File: src/hdl/rqdd_pkg.sv
// ----------------------------------------------------------------------------
// rqdd_pkg
// Shared types, constants and tables for the RED queue drop decider.
// ----------------------------------------------------------------------------
`default_nettype none
package rqdd_pkg;

    localparam int QUEUE_LENGTH_BITS     = 16;
    localparam int AVERAGE_FRACTION_BITS = 16;
    localparam int QFIX_W                = QUEUE_LENGTH_BITS + AVERAGE_FRACTION_BITS;

    localparam logic [29:0] NS_PER_SECOND = 30'd1000000000;
    localparam logic [47:0] M_MAX         = 48'hFFFF_FFFF_FFFF;

    localparam logic [15:0] WEIGHT_RESET    = 16'd131;
    localparam logic [31:0] THRESHOLD_RESET = 32'd983040;
    localparam logic [15:0] RATE_RESET      = 16'd150;

    localparam logic [17:0] EXP2_C5 = 18'd87;

    typedef enum logic [1:0] {
        CFG_WEIGHT        = 2'd0,
        CFG_MAX_THRESHOLD = 2'd1,
        CFG_IDLE_RATE     = 2'd2
    } cfg_idx_t;

    typedef enum logic [4:0] {
        OP_NONE,
        OP_LOAD,
        OP_MARK,
        OP_BUSY_M1,
        OP_BUSY_M2,
        OP_BUSY_SUM,
        OP_ELAPSED,
        OP_DIV_STEP,
        OP_SECS,
        OP_QR,
        OP_REM_LOAD,
        OP_M_SUM,
        OP_LOG_INIT,
        OP_LOG_SQ,
        OP_LOG_NORM,
        OP_L_FIN,
        OP_E1,
        OP_E2,
        OP_E3,
        OP_AVG_ZERO,
        OP_AVG_SHIFT,
        OP_H_INIT,
        OP_H_MUL,
        OP_H_ADD,
        OP_F_MUL,
        OP_F_FIN,
        OP_RESULT
    } op_t;

    typedef enum logic [4:0] {
        S_IDLE,
        S_DISPATCH,
        S_B1,
        S_B2,
        S_B3,
        S_ELAP,
        S_DIV1,
        S_SECS,
        S_QR,
        S_REML,
        S_DIV2,
        S_MSUM,
        S_LINIT,
        S_LSQ,
        S_LNORM,
        S_LFIN,
        S_E1,
        S_E2,
        S_E3,
        S_EDEC,
        S_HMUL,
        S_HADD,
        S_FMUL,
        S_FFIN,
        S_DONE
    } state_t;

    typedef struct packed {
        op_t        op;
        logic [2:0] idx;
    } cmd_t;

    typedef struct packed {
        logic action;
        logic qlen_zero;
        logic e_zero;
        logic e_big;
        logic f_zero;
        logic out_full;
    } sts_t;

    // Horner coefficients, last step first
    function automatic logic [16:0] hcoef(input logic [2:0] idx);
        logic [16:0] c;
        case (idx)
            3'd0:    c = 17'd65536;
            3'd1:    c = 17'd45438;
            3'd2:    c = 17'd15743;
            3'd3:    c = 17'd3638;
            3'd4:    c = 17'd630;
            default: c = 17'd0;
        endcase
        return c;
    endfunction

endpackage
`default_nettype wire

File: src/hdl/rqdd_in_if.sv
// ----------------------------------------------------------------------------
// rqdd_in_if
// Input channel: drop check or idle mark transaction.
// ----------------------------------------------------------------------------
`default_nettype none
interface rqdd_in_if;
    logic        valid;
    logic        ready;
    logic        action;
    logic [15:0] queue_length;
    logic [62:0] current_time_ns;

    modport source (output valid, output action, output queue_length,
                    output current_time_ns, input ready);
    modport sink   (input valid, input action, input queue_length,
                    input current_time_ns, output ready);
endinterface
`default_nettype wire

File: src/hdl/rqdd_out_if.sv
// ----------------------------------------------------------------------------
// rqdd_out_if
// Output channel: drop decision and updated average.
// ----------------------------------------------------------------------------
`default_nettype none
interface rqdd_out_if;
    logic        valid;
    logic        ready;
    logic        drop;
    logic [31:0] average_length;

    modport source (output valid, output drop, output average_length, input ready);
    modport sink   (input valid, input drop, input average_length, output ready);
endinterface
`default_nettype wire

File: src/hdl/rqdd_datapath.sv
// ----------------------------------------------------------------------------
// rqdd_datapath
// Average, idle stamp, config, shared multiplier, radix-16 divider by 1e9,
// log2/exp2 steps and result register.
// ----------------------------------------------------------------------------
`default_nettype none
module rqdd_datapath (
    input  wire logic            clk,
    input  wire logic            rst_n,
    input  wire rqdd_pkg::cmd_t  cmd,
    output rqdd_pkg::sts_t       sts,
    input  wire logic            action,
    input  wire logic [15:0]     queue_length,
    input  wire logic [62:0]     current_time_ns,
    input  wire logic            cfg_we,
    input  wire logic [1:0]      cfg_index,
    input  wire logic [31:0]     cfg_data,
    output logic                 out_valid,
    input  wire logic            out_ready,
    output logic                 drop,
    output logic [31:0]          average_length
);

    logic [15:0] weight_reg;
    logic [31:0] thr_reg;
    logic [15:0] rate_reg;
    logic [31:0] avg_reg;
    logic [62:0] idle_reg;

    logic                                   act_reg;
    logic [rqdd_pkg::QUEUE_LENGTH_BITS-1:0] qlen_reg;
    logic [62:0]                            now_reg;

    logic [63:0] prod_reg;
    logic [63:0] acc_reg;
    logic [63:0] div_q_reg;
    logic [29:0] rem_reg;
    logic        sat_reg;
    logic [47:0] m_reg;
    logic [31:0] y_reg;
    logic [15:0] frac_reg;
    logic [4:0]  lp_reg;
    logic [20:0] l_reg;
    logic [53:0] e_reg;
    logic [17:0] p_reg;
    logic [16:0] g_reg;

    logic        valid_reg;
    logic        drop_reg;
    logic [31:0] aout_reg;

    logic [31:0] mul_a;
    logic [31:0] mul_b;
    logic        mul_en;

    logic [rqdd_pkg::QFIX_W-1:0] qwide;
    logic [31:0]                 qfix;
    logic [62:0]                 elapsed;
    logic [63:0]                 dq_next;
    logic [29:0]                 rem_next;
    logic [30:0]                 trial;
    logic [16:0]                 lb;
    logic [4:0]                  lead;
    logic [48:0]                 msum;
    logic [63:0]                 bsum;
    logic [63:0]                 fshift;
    logic [32:0]                 sq;

    always_comb
    begin
        qwide = rqdd_pkg::QFIX_W'(qlen_reg) << rqdd_pkg::AVERAGE_FRACTION_BITS;
        if ((rqdd_pkg::QFIX_W > 32) && ((qwide >> 32) != '0))
            qfix = '1;
        else
            qfix = 32'(qwide);
    end

    assign elapsed = (now_reg >= idle_reg) ? (now_reg - idle_reg) : '0;

    // four restoring steps per cycle
    always_comb
    begin
        dq_next  = div_q_reg;
        rem_next = rem_reg;
        for (int i = 0; i < 4; i++)
        begin
            trial = {rem_next, dq_next[63]};
            if (trial >= {1'b0, rqdd_pkg::NS_PER_SECOND})
            begin
                rem_next = 30'(trial - {1'b0, rqdd_pkg::NS_PER_SECOND});
                dq_next  = {dq_next[62:0], 1'b1};
            end
            else
            begin
                rem_next = trial[29:0];
                dq_next  = {dq_next[62:0], 1'b0};
            end
        end
    end

    always_comb
    begin
        lb   = 17'(18'd65536 - {2'b0, weight_reg});
        lead = '0;
        for (int i = 0; i < 17; i++)
        begin
            if (lb[i])
                lead = 5'(i);
        end
    end

    assign msum   = {1'b0, m_reg} + {17'b0, div_q_reg[31:0]};
    assign bsum   = acc_reg + prod_reg + 64'd32768;
    assign fshift = prod_reg >> (6'd17 + {1'b0, e_reg[20:16]});
    assign sq     = prod_reg[63:31];

    always_comb
    begin
        mul_en = 1'b1;
        mul_a  = '0;
        mul_b  = '0;
        unique case (cmd.op)
            rqdd_pkg::OP_BUSY_M1:
            begin
                mul_a = 32'(17'd65536 - {1'b0, weight_reg});
                mul_b = avg_reg;
            end
            rqdd_pkg::OP_BUSY_M2:
            begin
                mul_a = {16'b0, weight_reg};
                mul_b = qfix;
            end
            rqdd_pkg::OP_SECS:
            begin
                mul_a = div_q_reg[31:0];
                mul_b = {16'b0, rate_reg};
            end
            rqdd_pkg::OP_QR:
            begin
                mul_a = {2'b0, rem_reg};
                mul_b = {16'b0, rate_reg};
            end
            rqdd_pkg::OP_LOG_SQ:
            begin
                mul_a = y_reg;
                mul_b = y_reg;
            end
            rqdd_pkg::OP_E1:
            begin
                mul_a = m_reg[47:16];
                mul_b = {11'b0, l_reg};
            end
            rqdd_pkg::OP_E2:
            begin
                mul_a = {16'b0, m_reg[15:0]};
                mul_b = {11'b0, l_reg};
            end
            rqdd_pkg::OP_H_MUL:
            begin
                mul_a = {14'b0, p_reg};
                mul_b = {15'b0, g_reg};
            end
            rqdd_pkg::OP_F_MUL:
            begin
                mul_a = avg_reg;
                mul_b = {14'b0, p_reg};
            end
            default:
            begin
                mul_en = 1'b0;
            end
        endcase
    end

    always_ff @(posedge clk or negedge rst_n)
    begin
        if (!rst_n)
        begin
            weight_reg <= rqdd_pkg::WEIGHT_RESET;
            thr_reg    <= rqdd_pkg::THRESHOLD_RESET;
            rate_reg   <= rqdd_pkg::RATE_RESET;
            avg_reg    <= '0;
            idle_reg   <= '0;
            valid_reg  <= 1'b0;
            rem_reg    <= '0;
        end
        else
        begin
            if (cfg_we)
            begin
                unique case (cfg_index)
                    rqdd_pkg::CFG_WEIGHT:        weight_reg <= cfg_data[15:0];
                    rqdd_pkg::CFG_MAX_THRESHOLD: thr_reg    <= cfg_data;
                    rqdd_pkg::CFG_IDLE_RATE:     rate_reg   <= cfg_data[15:0];
                    default:                     ;
                endcase
            end

            if (cmd.op == rqdd_pkg::OP_RESULT)
                valid_reg <= 1'b1;
            else if (out_ready)
                valid_reg <= 1'b0;

            unique case (cmd.op)
                rqdd_pkg::OP_MARK:
                    idle_reg <= now_reg;
                rqdd_pkg::OP_BUSY_SUM:
                    avg_reg <= (bsum[63:48] != '0) ? '1 : bsum[47:16];
                rqdd_pkg::OP_ELAPSED:
                    rem_reg <= '0;
                rqdd_pkg::OP_DIV_STEP:
                    rem_reg <= rem_next;
                rqdd_pkg::OP_REM_LOAD:
                    rem_reg <= '0;
                rqdd_pkg::OP_AVG_ZERO:
                    avg_reg <= '0;
                rqdd_pkg::OP_AVG_SHIFT:
                    avg_reg <= avg_reg >> e_reg[20:16];
                rqdd_pkg::OP_F_FIN:
                    avg_reg <= fshift[31:0];
                rqdd_pkg::OP_RESULT:
                begin
                    if (qlen_reg == '0)
                        idle_reg <= now_reg;
                end
                default:
                    ;
            endcase
        end
    end

    always_ff @(posedge clk)
    begin
        if (mul_en)
            prod_reg <= 64'(mul_a) * 64'(mul_b);

        unique case (cmd.op)
            rqdd_pkg::OP_LOAD:
            begin
                act_reg  <= action;
                qlen_reg <= rqdd_pkg::QUEUE_LENGTH_BITS'(queue_length);
                now_reg  <= current_time_ns;
            end
            rqdd_pkg::OP_BUSY_M2:
                acc_reg <= prod_reg;
            rqdd_pkg::OP_ELAPSED:
                div_q_reg <= {1'b0, elapsed};
            rqdd_pkg::OP_DIV_STEP:
                div_q_reg <= dq_next;
            rqdd_pkg::OP_SECS:
                sat_reg <= (div_q_reg[63:32] != '0) && (rate_reg != '0);
            rqdd_pkg::OP_QR:
            begin
                sat_reg <= sat_reg || (prod_reg[63:32] != '0);
                m_reg   <= {prod_reg[31:0], 16'b0};
            end
            rqdd_pkg::OP_REM_LOAD:
                div_q_reg <= {prod_reg[47:0], 16'b0};
            rqdd_pkg::OP_M_SUM:
                m_reg <= (sat_reg || msum[48]) ? rqdd_pkg::M_MAX : msum[47:0];
            rqdd_pkg::OP_LOG_INIT:
            begin
                y_reg    <= 32'({15'b0, lb} << (5'd31 - lead));
                frac_reg <= '0;
                lp_reg   <= lead;
            end
            rqdd_pkg::OP_LOG_NORM:
            begin
                if (sq[32])
                begin
                    frac_reg <= {frac_reg[14:0], 1'b1};
                    y_reg    <= sq[32:1];
                end
                else
                begin
                    frac_reg <= {frac_reg[14:0], 1'b0};
                    y_reg    <= sq[31:0];
                end
            end
            rqdd_pkg::OP_L_FIN:
                l_reg <= {5'd16 - lp_reg, 16'b0} - {5'b0, frac_reg};
            rqdd_pkg::OP_E2:
                acc_reg <= prod_reg;
            rqdd_pkg::OP_E3:
                e_reg <= acc_reg[53:0] + {6'b0, prod_reg[63:16]};
            rqdd_pkg::OP_H_INIT:
            begin
                p_reg <= rqdd_pkg::EXP2_C5;
                g_reg <= 17'(18'd65536 - {2'b0, e_reg[15:0]});
            end
            rqdd_pkg::OP_H_ADD:
                p_reg <= 18'({2'b0, rqdd_pkg::hcoef(cmd.idx)} + prod_reg[34:16]);
            rqdd_pkg::OP_RESULT:
            begin
                drop_reg <= (avg_reg >= thr_reg);
                aout_reg <= avg_reg;
            end
            default:
                ;
        endcase
    end

    always_comb
    begin
        sts.action    = act_reg;
        sts.qlen_zero = (qlen_reg == '0);
        sts.e_zero    = (e_reg == '0);
        sts.e_big     = (e_reg[53:21] != '0);
        sts.f_zero    = (e_reg[15:0] == '0);
        sts.out_full  = valid_reg;
    end

    assign out_valid      = valid_reg;
    assign drop           = drop_reg;
    assign average_length = aout_reg;

    a_mant_norm: assert property (@(posedge clk) disable iff (!rst_n)
        (cmd.op == rqdd_pkg::OP_LOG_SQ) |-> y_reg[31])
        else $error("log mantissa not normalised");

    a_rem_range: assert property (@(posedge clk) disable iff (!rst_n)
        rem_reg < rqdd_pkg::NS_PER_SECOND)
        else $error("divider remainder out of range");

endmodule
`default_nettype wire

File: src/hdl/rqdd_ctrl.sv
// ----------------------------------------------------------------------------
// rqdd_ctrl
// Sequencer for the idle mark, the busy update and the idle decay steps.
// ----------------------------------------------------------------------------
`default_nettype none
module rqdd_ctrl (
    input  wire logic            clk,
    input  wire logic            rst_n,
    input  wire logic            in_valid,
    output logic                 in_ready,
    input  wire logic            out_ready,
    input  wire rqdd_pkg::sts_t  sts,
    output rqdd_pkg::cmd_t       cmd
);

    rqdd_pkg::state_t state_reg, state_next;
    logic [3:0]       cnt_reg, cnt_next;

    always_ff @(posedge clk or negedge rst_n)
    begin
        if (!rst_n)
        begin
            state_reg <= rqdd_pkg::S_IDLE;
            cnt_reg   <= '0;
        end
        else
        begin
            state_reg <= state_next;
            cnt_reg   <= cnt_next;
        end
    end

    always_comb
    begin
        state_next = state_reg;
        cnt_next   = cnt_reg;
        cmd.op     = rqdd_pkg::OP_NONE;
        cmd.idx    = cnt_reg[2:0];
        in_ready   = 1'b0;
        unique case (state_reg)
            rqdd_pkg::S_IDLE:
            begin
                in_ready = 1'b1;
                if (in_valid)
                begin
                    cmd.op     = rqdd_pkg::OP_LOAD;
                    state_next = rqdd_pkg::S_DISPATCH;
                end
            end
            rqdd_pkg::S_DISPATCH:
            begin
                if (sts.action)
                begin
                    cmd.op     = rqdd_pkg::OP_MARK;
                    state_next = rqdd_pkg::S_IDLE;
                end
                else if (!sts.qlen_zero)
                    state_next = rqdd_pkg::S_B1;
                else
                    state_next = rqdd_pkg::S_ELAP;
            end
            rqdd_pkg::S_B1:
            begin
                cmd.op     = rqdd_pkg::OP_BUSY_M1;
                state_next = rqdd_pkg::S_B2;
            end
            rqdd_pkg::S_B2:
            begin
                cmd.op     = rqdd_pkg::OP_BUSY_M2;
                state_next = rqdd_pkg::S_B3;
            end
            rqdd_pkg::S_B3:
            begin
                cmd.op     = rqdd_pkg::OP_BUSY_SUM;
                state_next = rqdd_pkg::S_DONE;
            end
            rqdd_pkg::S_ELAP:
            begin
                cmd.op     = rqdd_pkg::OP_ELAPSED;
                cnt_next   = 4'd15;
                state_next = rqdd_pkg::S_DIV1;
            end
            rqdd_pkg::S_DIV1:
            begin
                cmd.op   = rqdd_pkg::OP_DIV_STEP;
                cnt_next = cnt_reg - 4'd1;
                if (cnt_reg == '0)
                    state_next = rqdd_pkg::S_SECS;
            end
            rqdd_pkg::S_SECS:
            begin
                cmd.op     = rqdd_pkg::OP_SECS;
                state_next = rqdd_pkg::S_QR;
            end
            rqdd_pkg::S_QR:
            begin
                cmd.op     = rqdd_pkg::OP_QR;
                state_next = rqdd_pkg::S_REML;
            end
            rqdd_pkg::S_REML:
            begin
                cmd.op     = rqdd_pkg::OP_REM_LOAD;
                cnt_next   = 4'd15;
                state_next = rqdd_pkg::S_DIV2;
            end
            rqdd_pkg::S_DIV2:
            begin
                cmd.op   = rqdd_pkg::OP_DIV_STEP;
                cnt_next = cnt_reg - 4'd1;
                if (cnt_reg == '0)
                    state_next = rqdd_pkg::S_MSUM;
            end
            rqdd_pkg::S_MSUM:
            begin
                cmd.op     = rqdd_pkg::OP_M_SUM;
                state_next = rqdd_pkg::S_LINIT;
            end
            rqdd_pkg::S_LINIT:
            begin
                cmd.op     = rqdd_pkg::OP_LOG_INIT;
                cnt_next   = 4'd15;
                state_next = rqdd_pkg::S_LSQ;
            end
            rqdd_pkg::S_LSQ:
            begin
                cmd.op     = rqdd_pkg::OP_LOG_SQ;
                state_next = rqdd_pkg::S_LNORM;
            end
            rqdd_pkg::S_LNORM:
            begin
                cmd.op   = rqdd_pkg::OP_LOG_NORM;
                cnt_next = cnt_reg - 4'd1;
                if (cnt_reg == '0)
                    state_next = rqdd_pkg::S_LFIN;
                else
                    state_next = rqdd_pkg::S_LSQ;
            end
            rqdd_pkg::S_LFIN:
            begin
                cmd.op     = rqdd_pkg::OP_L_FIN;
                state_next = rqdd_pkg::S_E1;
            end
            rqdd_pkg::S_E1:
            begin
                cmd.op     = rqdd_pkg::OP_E1;
                state_next = rqdd_pkg::S_E2;
            end
            rqdd_pkg::S_E2:
            begin
                cmd.op     = rqdd_pkg::OP_E2;
                state_next = rqdd_pkg::S_E3;
            end
            rqdd_pkg::S_E3:
            begin
                cmd.op     = rqdd_pkg::OP_E3;
                state_next = rqdd_pkg::S_EDEC;
            end
            rqdd_pkg::S_EDEC:
            begin
                state_next = rqdd_pkg::S_DONE;
                if (sts.e_zero)
                    cmd.op = rqdd_pkg::OP_NONE;
                else if (sts.e_big)
                    cmd.op = rqdd_pkg::OP_AVG_ZERO;
                else if (sts.f_zero)
                    cmd.op = rqdd_pkg::OP_AVG_SHIFT;
                else
                begin
                    cmd.op     = rqdd_pkg::OP_H_INIT;
                    cnt_next   = 4'd4;
                    state_next = rqdd_pkg::S_HMUL;
                end
            end
            rqdd_pkg::S_HMUL:
            begin
                cmd.op     = rqdd_pkg::OP_H_MUL;
                state_next = rqdd_pkg::S_HADD;
            end
            rqdd_pkg::S_HADD:
            begin
                cmd.op   = rqdd_pkg::OP_H_ADD;
                cnt_next = cnt_reg - 4'd1;
                if (cnt_reg == '0)
                    state_next = rqdd_pkg::S_FMUL;
                else
                    state_next = rqdd_pkg::S_HMUL;
            end
            rqdd_pkg::S_FMUL:
            begin
                cmd.op     = rqdd_pkg::OP_F_MUL;
                state_next = rqdd_pkg::S_FFIN;
            end
            rqdd_pkg::S_FFIN:
            begin
                cmd.op     = rqdd_pkg::OP_F_FIN;
                state_next = rqdd_pkg::S_DONE;
            end
            rqdd_pkg::S_DONE:
            begin
                if (!sts.out_full || out_ready)
                begin
                    cmd.op     = rqdd_pkg::OP_RESULT;
                    state_next = rqdd_pkg::S_IDLE;
                end
            end
            default:
            begin
                state_next = rqdd_pkg::S_IDLE;
            end
        endcase
    end

    a_accept_starts: assert property (@(posedge clk) disable iff (!rst_n)
        (in_valid && in_ready) |=> (state_reg == rqdd_pkg::S_DISPATCH))
        else $error("accepted transaction not dispatched");

    a_no_overwrite: assert property (@(posedge clk) disable iff (!rst_n)
        (cmd.op == rqdd_pkg::OP_RESULT) |-> (!sts.out_full || out_ready))
        else $error("result register overwritten");

    a_horner_idx: assert property (@(posedge clk) disable iff (!rst_n)
        (state_reg == rqdd_pkg::S_HADD) |-> (cnt_reg <= 4'd4))
        else $error("Horner index out of range");

endmodule
`default_nettype wire

File: src/hdl/red_queue_drop_decider_unit.sv
// ----------------------------------------------------------------------------
// red_queue_drop_decider_unit
// RED dropper average tracker with hard threshold drop decision.
// ----------------------------------------------------------------------------
// channel  dir  handshake        payload
// check    in   valid/ready      action, queue_length, current_time_ns
// result   out  valid/ready      drop, average_length
// cfg      in   cfg_we           cfg_index, cfg_data
//
// One transaction at a time. Mark: stamps the idle time. Non-empty check:
// busy update through states B1, B2, B3, then the result. Empty check: runs
// the radix-16 divider by 1e9 (two passes) and the shared 32x32 multiplier
// (16 log2 squarings, 5 Horner steps when needed). A waiting result does not
// block the next accept; a finished result stalls until the output register
// frees. Asynchronous active-low reset; no clearing pass.
// ----------------------------------------------------------------------------
`default_nettype none
module red_queue_drop_decider_unit (
    input  wire logic        clk,
    input  wire logic        rst_n,
    rqdd_in_if.sink          check,
    rqdd_out_if.source       result,
    input  wire logic        cfg_we,
    input  wire logic [1:0]  cfg_index,
    input  wire logic [31:0] cfg_data
);

    rqdd_pkg::cmd_t cmd;
    rqdd_pkg::sts_t sts;
    logic           in_ready;

    assign check.ready = in_ready;

    rqdd_ctrl u_ctrl (
        .clk       (clk),
        .rst_n     (rst_n),
        .in_valid  (check.valid),
        .in_ready  (in_ready),
        .out_ready (result.ready),
        .sts       (sts),
        .cmd       (cmd)
    );

    rqdd_datapath u_dp (
        .clk             (clk),
        .rst_n           (rst_n),
        .cmd             (cmd),
        .sts             (sts),
        .action          (check.action),
        .queue_length    (check.queue_length),
        .current_time_ns (check.current_time_ns),
        .cfg_we          (cfg_we),
        .cfg_index       (cfg_index),
        .cfg_data        (cfg_data),
        .out_valid       (result.valid),
        .out_ready       (result.ready),
        .drop            (result.drop),
        .average_length  (result.average_length)
    );

endmodule
`default_nettype wire
File: src/flat_wrapper.sv
// flat-port wrapper written by rule: the top's interface ports become plain ports
module red_queue_drop_decider_unit_flat 
  (clk, rst_n, cfg_we, cfg_index, cfg_data, check_valid, check_action, check_queue_length, check_current_time_ns, check_ready, result_valid, result_drop, result_average_length, result_ready);
  rqdd_in_if check_i ();
  rqdd_out_if result_i ();
  input  wire logic clk;
  input  wire logic rst_n;
  input  wire logic cfg_we;
  input  wire logic [1:0] cfg_index;
  input  wire logic [31:0] cfg_data;
  input wire logic [$bits(check_i.valid)-1:0] check_valid;
  input wire logic [$bits(check_i.action)-1:0] check_action;
  input wire logic [$bits(check_i.queue_length)-1:0] check_queue_length;
  input wire logic [$bits(check_i.current_time_ns)-1:0] check_current_time_ns;
  output wire logic [$bits(check_i.ready)-1:0] check_ready;
  output wire logic [$bits(result_i.valid)-1:0] result_valid;
  output wire logic [$bits(result_i.drop)-1:0] result_drop;
  output wire logic [$bits(result_i.average_length)-1:0] result_average_length;
  input wire logic [$bits(result_i.ready)-1:0] result_ready;
  assign check_i.valid = check_valid;
  assign check_i.action = check_action;
  assign check_i.queue_length = check_queue_length;
  assign check_i.current_time_ns = check_current_time_ns;
  assign check_ready = check_i.ready;
  assign result_valid = result_i.valid;
  assign result_drop = result_i.drop;
  assign result_average_length = result_i.average_length;
  assign result_i.ready = result_ready;
  red_queue_drop_decider_unit u_core (.clk(clk), .rst_n(rst_n), .check(check_i), .result(result_i), .cfg_we(cfg_we), .cfg_index(cfg_index), .cfg_data(cfg_data));
endmodule
File: config.mk
export PLATFORM = sky130hd
export DESIGN_NAME = red_queue_drop_decider_unit_flat
export DESIGN_NICKNAME = d
export VERILOG_FILES = /design/src/hdl/rqdd_pkg.sv /design/src/hdl/rqdd_in_if.sv /design/src/hdl/rqdd_out_if.sv /design/src/hdl/rqdd_datapath.sv /design/src/hdl/rqdd_ctrl.sv /design/src/hdl/red_queue_drop_decider_unit.sv /design/src/flat_wrapper.sv
export SDC_FILE = /design/constraint.sdc
export NUM_CORES = 2
export LEC_CHECK = 0
export ABC_AREA = 0
export CAP_MARGIN = 40
export CORE_MARGIN = 5
export CORE_UTILIZATION = 35
export CTS_BUF_LIST = sky130_fd_sc_hd__clkbuf_8
export DETAILED_ROUTE_END_ITERATION = 8
export DONT_BUFFER_PORTS = 1
export PLACE_DENSITY = 0.56
export SLEW_MARGIN = 20
export SYNTH_ARGS = -nofsm -noshare
export SYNTH_HDL_FRONTEND = slang
export SYNTH_SLANG_ARGS = --single-unit
File: constraint.sdc
create_clock -name clk -period 13.92 [get_ports clk]
set_input_delay 1.392 -clock clk [delete_from_list [all_inputs] [get_ports clk]]
set_output_delay 1.392 -clock clk [all_outputs]
set_load 0.05 [all_outputs]
# ---- Word level (Yosys, flattened, before mapping)
# Index checks and enable logic that the tools add are counted.
dict set report classes {
  n_addsub 18
  multipliers 1
  magnitude_cmp 6
  n_eq_ne 64
  shifts 3
  muxes 70
  n_reduce_logical 42
}
# cell count
set op_table {}
lappend op_table {{32-bit case mux with 9 select lines} 1}
lappend op_table {{5-bit case mux with 24 select lines} 2}
lappend op_table {{32-bit case mux with 7 select lines} 1}
lappend op_table {{64-bit case mux with 3 select lines} 1}
lappend op_table {{32-bit case mux with 4 select lines} 1}
lappend op_table {{63-bit 2-to-1 mux} 2}
lappend op_table {{63-bit case mux with 2 select lines} 1}
lappend op_table {{31-bit by 30-bit >= comparator with 1-bit output (second input constant)} 4}
lappend op_table {{30-bit 2-to-1 mux} 4}
lappend op_table {{30-bit subtractor (second input constant)} 4}
lappend op_table {{5-bit 2-to-1 mux} 21}
lappend op_table {{5-bit == test (second input constant)} 20}
lappend op_table {{48-bit case mux with 2 select lines} 1}
lappend op_table {{17-bit case mux with 5 select lines} 1}
lappend op_table {{5-bit by 4-bit == test with 1-bit output (second input constant)} 16}
lappend op_table {{64-bit by 16-bit adder with 64-bit output (second input constant)} 1}
lappend op_table {{64-bit adder} 1}
lappend op_table {{32-bit by 32-bit multiplier with 64-bit output} 1}
lappend op_table {{32-bit 2-to-1 mux} 2}
lappend op_table {{32-bit case mux with 2 select lines} 1}
lappend op_table {{32-bit nonzero test} 2}
lappend op_table {{64-bit by 6-bit right shift with 32-bit output} 1}
lappend op_table {{63-bit >= comparator} 1}
lappend op_table {{63-bit subtractor} 1}
lappend op_table {{other kinds (53)} 113}
dict set report totals {
  register_bits 716
  input_bits 119
  output_inout_bits 35
  wordCells 230
}

# ---- Logic depth before layout (Yosys ltp)
dict set report logic_depth {
  word_depth 20
  depth_mapped 53
  mapped_depth_nobuf 49
}

# ---- Modules after synthesis
# From an unflattened synthesis, not the netlist that was laid out.
dict set report unflattened {
  hier_cells 8470
  area_unflattened_um2 80672.4
}
# module n_inst cells_per_inst area_each_um2 seq_area_each_um2
set modules_own_cells {}
lappend modules_own_cells {rqdd_datapath 1 8335 79613.9 20293.2}
lappend modules_own_cells {rqdd_ctrl 1 135 1058.5 225.2}

# ---- Worst setup path before layout
# No wires, ideal clock.
dict set report synth_timing {
  path_type {reg2reg}
  start {register u_core.u_dp.e_reg[4]}
  end {register u_core.u_dp.prod_reg[61], data pin}
  setup_time_ns 0.258
  t_arrival_ns 12.625
  t_required_ns 13.662
  slack_ns 1.037
  stages_incl_launch_ff 52
  path_buffers 4
  synth_period_minus_slack_ns 12.883
  path_cell_list {edfxtp_1 or4_1 or3_1 or3_1 nor3_1 and2_1 a21oi_1 a21o_1 nand3b_1 nor3b_1 clkbuf_1 or2_2 clkbuf_1 buf_1 a221oi_1 clkbuf_1 nor2_1 fa_1 [... 16 more ...] a21o_1 a21o_1 a21oi_1 a31oi_1 o21a_1 o41ai_1 o21bai_1 o41ai_1 nor2_1 o31a_1 o21ai_0 nor2b_1 o21ai_0 o41ai_1 a21oi_1 o21ai_0 nor2b_1 xnor2_1}
}
dict set report synth_between {
  elab_chain_cells 9
  word_cells_on_any_way 20
  cone_classes {1 x mul; 9 x eq/ne; 6 x mux; 4 x reduce/logical}
}
# element line_no
set synth_rtl {}
lappend synth_rtl {{start: declaration} rqdd_datapath.sv:44} ;# logic [53:0] e_reg;
lappend synth_rtl {{start signal: assignment} rqdd_datapath.sv:285} ;# e_reg <= acc_reg[53:0] + {6'b0, prod_reg[63:16]};
lappend synth_rtl {{16-bit logical NOT} rqdd_datapath.sv:309} ;# sts.f_zero = (e_reg[15:0] == '0);
lappend synth_rtl {{1-bit 2-to-1 mux} rqdd_ctrl.sv:165} ;# else if (sts.f_zero)
lappend synth_rtl {{3-bit 2-to-1 mux} rqdd_ctrl.sv:163} ;# else if (sts.e_big)
lappend synth_rtl {{5-bit 2-to-1 mux (*)} rqdd_ctrl.sv:161} ;# if (sts.e_zero)
lappend synth_rtl {{5-bit case mux with 24 select lines (*)} rqdd_ctrl.sv:40} ;# unique case (state_reg)
lappend synth_rtl {{5-bit == test or 5-bit by 4-bit == test with 1-bit output (tied branches)} rqdd_datapath.sv:122} ;# unique case (cmd.op)
lappend synth_rtl {{2-bit OR reduction (no source line)} n/a}
lappend synth_rtl {{32-bit case mux with 7 select lines} rqdd_datapath.sv:122}
lappend synth_rtl {{32-bit by 32-bit multiplier with 64-bit output (*)} rqdd_datapath.sv:235} ;# prod_reg <= 64'(mul_a) * 64'(mul_b);
lappend synth_rtl {{end signal: assignment} rqdd_datapath.sv:235}
lappend synth_rtl {{end: declaration} rqdd_datapath.sv:34} ;# logic [63:0] prod_reg;
# Mark *: on every way between the ends. The rest lies on a longest branch, timed or not.
# A chain may end at the register's enable or synchronous reset.

# ---- Final worst setup path
dict set report layout_timing {
  start {register u_core.u_dp.e_reg[4]}
  end {register u_core.u_dp.prod_reg[62], data pin}
}
# Same word-level chain as after synthesis.

==> metrics.txt <==
Sum Neg Setup Slack=0 ns; mux cell area share after synthesis=between 3 and 4%; Sink Count=between 700 and 800; commonest non-fill, non-tap cell in the layout=inv_1; Placer Congestion=around 1.0; Setup violations, final=0; main combinational cell family by area after synthesis=adder cells; htree depth=3; Mapped Nets=10300; DR pass1 iterations=9; largest net degree at the start of global routing=200; Yosys cell types=115; status=finished clean; R2R Setup Slk=just over 0.7 ns; Final Hold Viols=0; most frequent cells in the layout=inv_1, nand2_1, nor2_1; WL final=337 mm; Critical Path AT=13.85 ns; Max clock buf depth=3; first-pass GRT wire length=roughly 480 mm; Final Critical Period=13.19 ns; Syn. warnings=0; HPWL after DPL=around 270 mm; critical setup path kind=flop to flop; area occupied by multi-input gates=~55000 um^2; remaining antenna violation count after routing=0; Ports=between 150 and 200; Clk Latency, worst-skew pair=0.90 ns; FFs w/ async S/R, synth=between 20% and 30%; share of the yosys chip area belonging to registers=between 20% and 30%; EDFF count, synth=roughly 520; via density per instance=around 5.8; die span in x=~490 um; CTS tree=built; area grow syn2layout=11.9%; fillers=22900; Reg2Reg Depth=55; worst r2r dst=u_core.u_dp.prod_reg[62]$_DFFE_PP_; Lkg Pwr=roughly 0.04 uW; Die Span Y=492 um; top_reg_cell synth=edfxtp_1; Worst Hold Class=input port to async pin; Max Cap Viol=0; Worst IR Drop VDD=0.132 mV; Num CTS Buffers=roughly 120; Buf/Inv on CP=15; 1st-iter DRT viols=between 7000 and 8000; post-synthesis xor/xnor area fraction=~3.9%; synthesized area=approximately 81000 um^2; Fin Clk Skew=between 0.06 and 0.07 ns; GRT overflow=0; final cycle utilization of the critical path=94.8%; Synth Area in Adders=between 30% and 40%; number of global-route vias before repair=between 60000 and 70000; starting density of the core=between 30% and 40%; Compound-Gate Fraction of Synth Area=a little over an eighth; Buffers on Ports=0; critical-path maximum fanout=13; cell mode on critical path=buf_4; die footprint=between 200000 and 250000 um^2; Worst-path clk slew=roughly 0.070 ns; count of pins over their slew limit=0; Seq cells post-synth=roughly 700; initial antenna violation count=36; drt wl/cell=27.9 um; total track usage=27.2%; fmax=75.8 MHz; Synth Area in Simple Gates=14.7%; DP Area=roughly 90000 um^2; CP required=14.57 ns; Final Util=approximately 39%; fin nets=~11000; Rows=176; critical path capture point type=flop; design area=approximately 91000 um^2; Largest stage delay, worst path=~0.57 ns; share of layout cells above drive strength 1=roughly 11%; Levels on crit path=55; DR vias=between 60000 and 70000; DRC viols=0; worst slew pin tran=1.04 ns; Mean Syn Cell Area=between 9 and 10 um^2; storage element area=a little over 20000 um^2; clk root buf=clkbuf_8; R2R Path Start=u_core.u_dp.e_reg[4]$_DFFE_PN_; hold slack=0.224 ns; CP max-delay cell=or4_1; CP startpoint kind=flop; headroom to the max-slew limit=~31%; Synth Instances=8738; critical path's top delay family=adder cells; CORE AREA=231000 um^2; PD cells=slightly below 200 nW/um^2
## metal layers
metal	up-vias	share of wire (%)	track usage, %
li1	29900	-	-
met1	35100	41	37.5
met2	3720	43	41.0
met3	769	10	6.10
met4	10	5.3	11.7
met5	-	0.019	0
## stage by stage
step	power, uW	setup slack, ns	cells
3_3_place_gp	15100	0.467	11800
3_5_place_dp	15200	0.453	11800
2_1_floorplan	10200	1.04	8738
5_1_grt	18500	-0.0194	12100
6_report	17600	0.726	12100
4_1_cts	17300	0.411	12100
## kinds of logic after synthesis
group,after synthesis
buffers and inverters,1608
DFF,716
xor gates and xnor gates,363
and+or+nand+nor,2688
muxes,263
AOI/OAI and AO/OA,1609
adders and majority gates,1491
## power by group
| part | total, uW | switching (uW) | internal (uW) |
|---|---|---|---|
| logic | 11500 | 7520 | 3960 |
| clock network | 2010 | 1000 | 1010 |
| registers | 4100 | 849 | 3260 |
| total | 17600 | 9370 | 8230 |
## synthesized netlist by cell type (55+ instances only)
master	instances	area share (%)
nor2b_1	72	0.55
a21oi_1	373	2.3
xnor2_1	233	2.5
nand2b_1	90	0.69
nor2_1	916	4.2
ha_1	591	9.1
a21o_1	138	1.3
clkbuf_1	355	1.6
nor4_1	58	0.45
and3_1	55	0.42
inv_1	1184	5.5
nand2_1	974	4.5
and2_1	67	0.52
edfxtp_1	517	19
nor3_1	138	0.85
fa_1	900	22
o21ai_0	340	2.1
mux2_2	89	1.2
dfrtp_1	188	5.8
a22oi_1	121	1.1
nand4_1	57	0.44
mux2i_1	136	1.7
xor2_1	127	1.4
nand3_1	110	0.68
## worst reg2reg max path: cells and delay by family (launching register included)
| family | cells | cell delay [ns] |
|---|---|---|
| buf+inv | 15 | 2.22 |
| compound gates | 16 | 3.28 |
| simple gates | 14 | 3.21 |
| fa+ha+maj | 9 | 3.75 |
| flops | 1 | 0.41 |
| xor+xnor | 1 | 0.09 |
## layout make-up
| class | instances | share of cell area (%) |
|---|---|---|
| Antenna cell | 10 | 0.0275 |
| Clock inverter | 100 | 0.826 |
| Timing Repair Buffer | 494 | 4.92 |
| Tap cell | 3026 | 4.17 |
| Multi-Input combinational cell | 6414 | 60.7 |
| Clock buffer | 122 | 1.85 |
| Inverter | 1188 | 4.91 |
| Sequential cell | 716 | 22.6 |
## how the worst max path moves through the flow
| stage | startpoint | end | slack [ns] |
|---|---|---|---|
| after floorplan | u_core.u_dp.e_reg[4]$_DFFE_PN_ | u_core.u_dp.prod_reg[61]$_DFFE_PP_ | 1.04 |
| after global placement | u_core.u_dp.e_reg[4]$_DFFE_PN_ | u_core.u_dp.prod_reg[61]$_DFFE_PP_ | 0.47 |
| after detailed placement | u_core.u_dp.e_reg[4]$_DFFE_PN_ | u_core.u_dp.prod_reg[63]$_DFFE_PP_ | 0.45 |
| after CTS | u_core.u_dp.e_reg[4]$_DFFE_PN_ | u_core.u_dp.prod_reg[63]$_DFFE_PP_ | 0.41 |
| after global routing | u_core.u_dp.e_reg[2]$_DFFE_PN_ | u_core.u_dp.prod_reg[62]$_DFFE_PP_ | -0.02 |
| final | u_core.u_dp.e_reg[4]$_DFFE_PN_ | u_core.u_dp.prod_reg[62]$_DFFE_PP_ | 0.73 |
## timing repair
action / CTS / global route
buffers inserted: 0 / 0
gates resized for setup: 0 / 8
hold buffers: 0 / 0
endpoints found under the hold margin: 0 / 0
endpoints found under the setup margin: 0 / 6
Power figures use the tool's default switching activity.
